==> src/rtl/sdrc_pkg.sv <==
// Shared types, constants and the CRC7 byte update for the SD response checker.
// No dependencies; imported by every module of the block.
package sdrc_pkg;

	localparam int unsigned BYTE_W     = 8;
	localparam int unsigned INDEX_W    = 6;
	localparam int unsigned CRC_W      = 7;
	localparam int unsigned S_TDATA_W  = 16;
	localparam int unsigned M_TDATA_W  = 16;

	localparam logic [CRC_W-1:0]  CRC7_POLY   = 7'h09;
	localparam int unsigned       DIR_BIT     = 6;
	localparam int unsigned       END_BIT     = 0;

	// Head flag positions within the stored header flags.
	localparam int unsigned HEAD_TRANS = 0;
	localparam int unsigned HEAD_INDEX = 1;

	// One received item, as unpacked from the slave-side stream.
	typedef struct packed {
		logic [BYTE_W-1:0]  resp_byte;
		logic               last_byte;
		logic [INDEX_W-1:0] expected_index;
		logic               check_crc;
	} item_t;

	// One result item, as packed onto the master-side stream.
	typedef struct packed {
		logic             trans_error;
		logic             end_bit_error;
		logic             index_error;
		logic             crc_error;
		logic [CRC_W-1:0] computed_crc;
	} result_t;

	// CRC7 over one byte, most significant bit first.
	function automatic logic [CRC_W-1:0] crc7_byte(
		input logic [CRC_W-1:0]  crc,
		input logic [BYTE_W-1:0] data
	);
		logic [CRC_W-1:0] r;
		logic             fb;
		r = crc;
		for (int i = BYTE_W - 1; i >= 0; i--) begin
			fb = data[i] ^ r[CRC_W-1];
			r  = {r[CRC_W-2:0], 1'b0};
			if (fb) begin
				r = r ^ CRC7_POLY;
			end
		end
		return r;
	endfunction

endpackage

==> src/rtl/sd_response_checker_core.sv <==
// SD command response checker, top level: stream handshakes, input and result
// registers around sdrc_resp_eval. Depends on sdrc_pkg and sdrc_resp_eval.
//
// Usage: the received response is streamed in on the s_axis channel, one byte per
// item, first byte first, with tlast on the byte that carries the CRC7 and end bit.
// The expected command index rides with every item but is taken from the first
// byte only; the CRC request is taken from the last byte only.
// Only a last byte produces a result item on the m_axis channel, carrying the
// transmission, end-bit, index and CRC error flags and the computed CRC7.
// A result item passes through the input register and then the result register
// before it is offered. Throughput: one item per cycle, unless a last byte waits
// for a full result register.
// When the receiver stalls, the result register holds its item; the input stage
// still takes and processes non-last bytes, and only a last byte that finds the
// result register full waits, which drops s_axis_tready.
// Reset clears the CRC, the header flags and all valid flags; the next byte
// accepted after reset opens a new response.
module sd_response_checker_core
	import sdrc_pkg::*;
(
	input  logic                 clk,
	input  logic                 arst_n,
	input  logic                 s_axis_tvalid,
	output logic                 s_axis_tready,
	// [7:0] resp_byte, [13:8] expected_index, [14] check_crc, [15] unused
	input  logic [S_TDATA_W-1:0] s_axis_tdata,
	input  logic                 s_axis_tlast,
	output logic                 m_axis_tvalid,
	input  logic                 m_axis_tready,
	// [0] trans_error, [1] end_bit_error, [2] index_error, [3] crc_error,
	// [10:4] computed_crc, [15:11] zero
	output logic [M_TDATA_W-1:0] m_axis_tdata
);

	item_t   item_s1;
	logic    valid_s1;
	logic    advance_s1;
	logic    out_free;
	result_t res;
	result_t res_q;
	logic    m_valid_q;

	// The result register can take a new item when empty or being emptied.
	assign out_free      = !m_valid_q || m_axis_tready;
	assign advance_s1    = valid_s1 && (!item_s1.last_byte || out_free);
	assign s_axis_tready = !valid_s1 || advance_s1;

	// Input register.
	always_ff @(posedge clk or negedge arst_n) begin
		if (!arst_n) begin
			valid_s1 <= 1'b0;
		end else if (s_axis_tready) begin
			valid_s1 <= s_axis_tvalid;
		end
	end

	always_ff @(posedge clk) begin
		if (s_axis_tready && s_axis_tvalid) begin
			item_s1.resp_byte      <= s_axis_tdata[BYTE_W-1:0];
			item_s1.last_byte      <= s_axis_tlast;
			item_s1.expected_index <= s_axis_tdata[BYTE_W +: INDEX_W];
			item_s1.check_crc      <= s_axis_tdata[BYTE_W + INDEX_W];
		end
	end

	sdrc_resp_eval u_eval (
		.clk     (clk),
		.arst_n  (arst_n),
		.advance (advance_s1),
		.item    (item_s1),
		.res     (res)
	);

	// Result register.
	always_ff @(posedge clk or negedge arst_n) begin
		if (!arst_n) begin
			m_valid_q <= 1'b0;
		end else if (out_free) begin
			m_valid_q <= advance_s1 && item_s1.last_byte;
		end
	end

	always_ff @(posedge clk) begin
		if (out_free && advance_s1 && item_s1.last_byte) begin
			res_q <= res;
		end
	end

	assign m_axis_tvalid = m_valid_q;
	assign m_axis_tdata  = {
		{(M_TDATA_W - CRC_W - 4){1'b0}},
		res_q.computed_crc,
		res_q.crc_error,
		res_q.index_error,
		res_q.end_bit_error,
		res_q.trans_error
	};

endmodule

==> src/rtl/sdrc_resp_eval.sv <==
// Per-response state of the SD response checker: running CRC7, first-byte marker
// and header flags, with the evaluation of one item. Depends on sdrc_pkg.
module sdrc_resp_eval
	import sdrc_pkg::*;
(
	input  logic    clk,
	input  logic    arst_n,
	input  logic    advance,
	input  item_t   item,
	output result_t res
);

	logic [CRC_W-1:0] crc_accum_q;
	logic             at_first_q;
	logic [1:0]       head_flags_q;
	logic [1:0]       head_now;

	// Header flags come from the byte itself when it opens a response.
	always_comb begin
		if (at_first_q) begin
			head_now[HEAD_TRANS] = item.resp_byte[DIR_BIT];
			head_now[HEAD_INDEX] = item.resp_byte[INDEX_W-1:0] != item.expected_index;
		end else begin
			head_now = head_flags_q;
		end
	end

	// Result of a last byte; only used by the top level when last_byte is set.
	always_comb begin
		res.trans_error   = head_now[HEAD_TRANS];
		res.end_bit_error = ~item.resp_byte[END_BIT];
		res.index_error   = head_now[HEAD_INDEX];
		res.crc_error     = item.check_crc &&
			(item.resp_byte[BYTE_W-1:1] != crc_accum_q);
		res.computed_crc  = crc_accum_q;
	end

	// State update: a last byte closes the response, any other byte feeds the CRC.
	always_ff @(posedge clk or negedge arst_n) begin
		if (!arst_n) begin
			crc_accum_q  <= '0;
			at_first_q   <= 1'b1;
			head_flags_q <= '0;
		end else if (advance) begin
			if (item.last_byte) begin
				crc_accum_q  <= '0;
				at_first_q   <= 1'b1;
				head_flags_q <= '0;
			end else begin
				crc_accum_q  <= crc7_byte(crc_accum_q, item.resp_byte);
				at_first_q   <= 1'b0;
				head_flags_q <= head_now;
			end
		end
	end

endmodule

==> config.mk <==
export PLATFORM = sky130hd
export DESIGN_NAME = sd_response_checker_core
export DESIGN_NICKNAME = d
export VERILOG_FILES = /design/src/rtl/sdrc_pkg.sv /design/src/rtl/sd_response_checker_core.sv /design/src/rtl/sdrc_resp_eval.sv
export SDC_FILE = /design/constraint.sdc
export NUM_CORES = 1
export LEC_CHECK = 0
export BUFFER_PORTS_ARGS = -buffer_cell sky130_fd_sc_hd__buf_2
export CAP_MARGIN = 10
export CELL_PAD_IN_SITES_DETAIL_PLACEMENT = 0
export CELL_PAD_IN_SITES_GLOBAL_PLACEMENT = 2
export CORE_ASPECT_RATIO = 1.25
export CORE_MARGIN = 1.5
export CORE_UTILIZATION = 38
export DETAILED_ROUTE_END_ITERATION = 10
export PLACE_DENSITY = 0.81
export SYNTH_ARGS = -nofsm -noshare
export SYNTH_HDL_FRONTEND = slang
export SYNTH_HIERARCHICAL = 1
export SYNTH_SLANG_ARGS = --single-unit
==> constraint.sdc <==
create_clock -name clk -period 3.75 [get_ports clk]
set_clock_uncertainty 0.1 [all_clocks]
set_input_delay 0.75 -clock clk [delete_from_list [all_inputs] [get_ports clk]]
set_output_delay 0.75 -clock clk [all_outputs]
set_load 0.05 [all_outputs]
## Word level (Yosys, flattened, before mapping)

Index checks and enable logic that the tools add are counted.
Widths: inputs -> output; s select.

| storage, ports and cells | value |
|---|---|
| register bits after elaboration | 39 |
| input port bits | 21 |
| output and inout bits | 18 |
| word-level logic and storage cells | 71 |

| operators by class | value |
|---|---|
| equality and inequality tests | 2 |
| mux-type cells | 26 |
| bitwise gates (word level) | 17 |
| reductions and logical operators | 12 |

Operator list:

| kind | count |
|---|---|
| $mux 7 | 15 |
| $mux 4 | 8 |
| $not 2->2 | 8 |
| $xor 1x1->1 | 8 |
| $ne 7x7->1 | 1 |
| $logic_and 1x1->1 | 6 |
| $ne 6x6->1 | 1 |
| $mux 2 | 2 |
| $logic_not 1->1 | 3 |
| $logic_or 1x1->1 | 3 |
| $mux 1 | 1 |
| $not 1->1 | 1 |

## Longest topological paths before layout

| logic depth | value |
|---|---|
| depth in word-level cells | 32 |
| gate-level depth with buffers | 5 |
| gate-level depth less buffers | 5 |

## Hierarchy

The synthesis kept the hierarchy.

Modules (own cells, without submodules):

| module | instances | cells each | area an instance (µm²) | sequential area each (µm²) |
|---|---|---|---|---|
| sd_response_checker_core | 1 | 43 | 958.4 | 860.8 |
| sdrc_resp_eval | 1 | 68 | 668.1 | 251.5 |

## Worst setup path after synthesis

OpenSTA, ideal clock, no wires.

| timing path | value |
|---|---|
| path kind | input-to-reg |
| start point | input port m_axis_tready |
| end point | register item_s1[0] (netlist name) (enable) |
| setup time | 0.319 ns |
| arrival | 1.689 ns |
| data required time | 3.331 ns |
| slack | 1.642 ns |
| stages | 2 |
| path buffers | 0 |
| cell sequence | nand4b_2 > and2_1 |

| on the way | value |
|---|---|
| longest elaborated chain between the ends | 5 |

RTL lines:

| what | line | source |
|---|---|---|
| start, declared | sd_response_checker_core.sv:29 | `input logic m_axis_tready,` |
| $logic_or 1x1->1 | sd_response_checker_core.sv:44 | `assign out_free = !m_valid_q \|\| m_axis_tready;` |
| $logic_or 1x1->1 | sd_response_checker_core.sv:45 | `assign advance_s1 = valid_s1 && (!item_s1.last_byte \|\| out_free);` |
| $logic_and 1x1->1 | sd_response_checker_core.sv:45 |  |
| $logic_or 1x1->1 | sd_response_checker_core.sv:46 | `assign s_axis_tready = !valid_s1 \|\| advance_s1;` |
| $logic_and 1x1->1 | sd_response_checker_core.sv:58 | `if (s_axis_tready && s_axis_tvalid) begin` |
| end, declared | sd_response_checker_core.sv:35 | `item_t item_s1;` |

No other way between the ends.
A chain may end at the register's enable or synchronous reset.

## Worst setup path in the final report

| timing path | value |
|---|---|
| start point | input port m_axis_tready |
| end point | output port s_axis_tready |

| on the way | value |
|---|---|
| longest elaborated chain between the ends | 4 |

RTL lines:

| what | line | source |
|---|---|---|
| $logic_or 1x1->1 | sd_response_checker_core.sv:44 |  |
| $logic_or 1x1->1 | sd_response_checker_core.sv:45 |  |
| $logic_and 1x1->1 | sd_response_checker_core.sv:45 |  |
| $logic_or 1x1->1 | sd_response_checker_core.sv:46 |  |
| end, declared | sd_response_checker_core.sv:24 | `output logic s_axis_tready,` |

No other way between the ends.

==> run_results.csv <==
group,metric,value,unit
yosys,synth.top_cells.by_area,"edfxtp_1, dfrtp_1, xnor2_1",
yosys,synth_compound_area_frac,0.06615,
route,route.detailed.vias_per_inst,4.471,
timing,max_freq,0.4657,GHz
timing,post-route-min-period,2.147,ns
setup_path,reg2reg_setup_slack,1.98,ns
setup_path,cp_common_cell,"buf_2",
global_routing,grt_start_max_net_pins,17,
cts,cts_made_buffers,5,
finish,layout.nets,170,
timing,max_slew_margin,0.4099,
timing,hold_violations,0,
pwr,vdd_drop_max,0.2401,mV
setup_path,path_delay_family,"buffers and inverters",
yosys,ys_async_sr_fraction,0.3077,
finish,finalNonFillerCells,206,
yosys,synth.area.mux_share,0.006923,
route,detail_route.drc_violations,0,
yosys,ys.flop_type,"edfxtp_1",
place,placed_cells_incl_taps,198,
floorplanning,die-area,4684,um^2
place,post-dp-hpwl,1.940,mm
setup_path,crit_path_cell_trace,"buf_2, nand4b_2, buf_2",
yosys,synth_top_area_frac,0.4985,
yosys,yosysWarningCount,6,
floorplanning,die_height,76.15,um
finish,final_layout_size_suffix_gt1_frac,0.2867,
yosys,synth_cell_types,30,
yosys,yosys.area_share.simple,0.06692,
setup_path,cpPeakStageDelay,0.24,ns
yosys,synth_top_family_by_area,"XOR/XNOR gates",
global_routing,grt_first_pass_wirelength,4.271,mm
floorplanning,fp-row-count,26,
cts,cts_buffer_depth,2,
yosys,postSynthCellCount,111,
timing,grt_setup_unrepaired,"false",
cts,post-cts-setup-buffer-count,0,
cts,cts_repair_resize_count,0,
floorplanning,die_width,61.52,um
route,firstDrtPassIters,4,
timing,setup-violations-final,0,
setup_path,worstPathArrival,1.30,ns
yosys,synth_edf_count,27,
yosys,yosysSeqAreaShare,0.6838,
cts,tritoncts_clock_tree,"done",
route,route.final.wire_length,2.550,mm
timing,timing.hold.ws,0.2308,ns
setup_path,cp.required,2.90,ns
cts,clkSlewWorstSetupHoldPaths,0.07,ns
route,final_antenna_net_count,0,
setup_path,class_of_the_most_critical_setup_path,"in2out",
setup_path,worst-path-max-fanout,3,
run,max_cap_violations,0,
cts,cts.sink_count,39,
finish,area_growth_syn_to_layout,18.00,%
floorplanning,design.core.area,4099,um^2
pwr,cellLeakagePower,0.0007752,uW
hold_path,min_path_type,"in2async",
yosys,post_synth_most_frequent_cells,"edfxtp_1, xnor2_1, dfrtp_1",
route,vias,921,
setup_path,rr_worst_depth,2,
setup_path,critical_path.n_buffers_inverters,2,
cts,cts_max_level,2,
finish,finish.utilization,0.4683,
yosys,yosysMostFrequentCell,"edfxtp_1",
floorplanning,num_io_pins,39,
timing,final_max_slew_viol_count,0,
finish,n_antenna_cell,0,
setup_path,capturing_point_of_the_worst_reg2reg_path,"m_axis_tdata[9]$_DFFE_PP_",
cts,clk-insertion-delay-late,0.29,ns
yosys,count_of_state_elements_after_synthesis,39,
global_routing,first_global_vias,941,
yosys,yosys.area.top_type,"edfxtp_1",
timing,tns,0,ns
place,portBuffers,32,
route,detail_route.iter0.violations,16,
timing,max_slew.worst_pin.slew,0.8819,ns
setup_path,cp-start-kind,"input port",
yosys,synthXorXnorAreaFrac,0.1323,
setup_path,r2r-start,"item_s1[7]$_DFFE_PP_",
status,run_status,"finished, final reports clean",
route,route.detailed.wl_per_inst,12.38,um
setup_path,setup.worst_path.end_class,"output pin",
setup_path,timing.critical_path.slowest_stage_cell,"buf_2",
global_routing,number_of_antenna_violations_at_the_first_check_in_global_routing,0,
pwr,pwr_density_cell,634.1,nW/um^2
floorplanning,start_util,0.3968,
yosys,yosys.area_share.adder,0,
cts,holdBufCountCts,0,
timing,layout_worst_path_cycle_share,0.5726,
place,gp_congestion,0.8304,
yosys,synth.cell_area,1627,um^2
yosys,synthesis.area_per_instance,14.65,um^2
global_routing,globalRoute.totalOverflow,0,
global_routing,grt.total_usage,0.1265,
cts,cts_root_buffer,"clkbuf_8",
pwr,post-layout-total-power,1217,uW
-- report_power, final --
part	switching, uW	leakage, uW	internal [uW]
registers	57.1	0.000410	545
logic	194	0.000323	157
clock network	134	0.0000422	130
-- cells by family (layout without fill, tap and decap cells) --
family	Yosys count	after routing
xor gates and xnor gates	22	22
buffers and inverters	13	48
DFF	39	39
AOI/OAI and AO/OA	16	16
other	1	5
and+or+nand+nor	19	19
muxes	1	1
-- through the flow --
step,cell area [um^2],setup WS [ns]
floorplan,1642,1.642
global placement,1838,1.611
detailed placement,1838,1.601
CTS,1919,1.601
global route,1919,1.560
finish,1919,1.603
-- worst reg2reg max path, cell delays in order (launching register included) --
cell      delay, ns
edfxtp_1       0.52
nand2_1        0.09
nor2_1         0.69
-- layout make-up --
class / instances / area [um^2]
Fill cell: 398 / 2180
Timing Repair Buffer: 33 / 167.7
Sequential cell: 39 / 1112
Clock buffer: 7 / 76.32
Clock inverter: 1 / 5.005
Inverter: 7 / 26.28
Multi-Input combinational cell: 63 / 461.7
Tap cell: 56 / 70.07
-- worst max path at each step --
| stage | start | to | slack (ns) | depth (start not counted) |
|---|---|---|---|---|
| after floorplan | m_axis_tready | item_s1[0]$_DFFE_PP_ | 1.64 | 2 |
| after global placement | m_axis_tready | s_axis_tready | 1.61 | 3 |
| after detailed placement | m_axis_tready | s_axis_tready | 1.60 | 3 |
| after CTS | m_axis_tready | s_axis_tready | 1.60 | 3 |
| after global routing | m_axis_tready | s_axis_tready | 1.56 | 3 |
| final | m_axis_tready | s_axis_tready | 1.60 | 3 |
-- flip-flops by register name, summed over array words and instances (netlist names) --
signal and flops:
u_eval/head_flags_q 2, m_axis_tdata 11, item_s1 16, u_eval/at_first_q 1, m_axis_tvalid 1, u_eval/crc_accum_q 7
valid_s1 1
-- cell usage in the layout, fill, tap and decap left out, drive strengths merged, types with 2 or more instances in the layout --
cell     n
buf     33
edfxtp  27
xnor2   17
dfrtp   11
inv      7
clkbuf   7
conb     5
nand2    4
nor2     4
o22ai    4
xor2     4
nand2b   3
o21ai    3
nor2b    2
a21o     2
nand4    2
a21oi    2
-- layer usage --
metal	GRT usage	up-vias	part of all wire	routed length [um]
li1	-	454	-	-
met1	0.1399	435	0.39	992
met2	0.2084	27	0.54	1389
met3	0.04075	5	0.045	115
met4	0.06383	0	0.020	52
met5	0	-	0	0
Note: power is estimated with default switching activity, not from simulation.
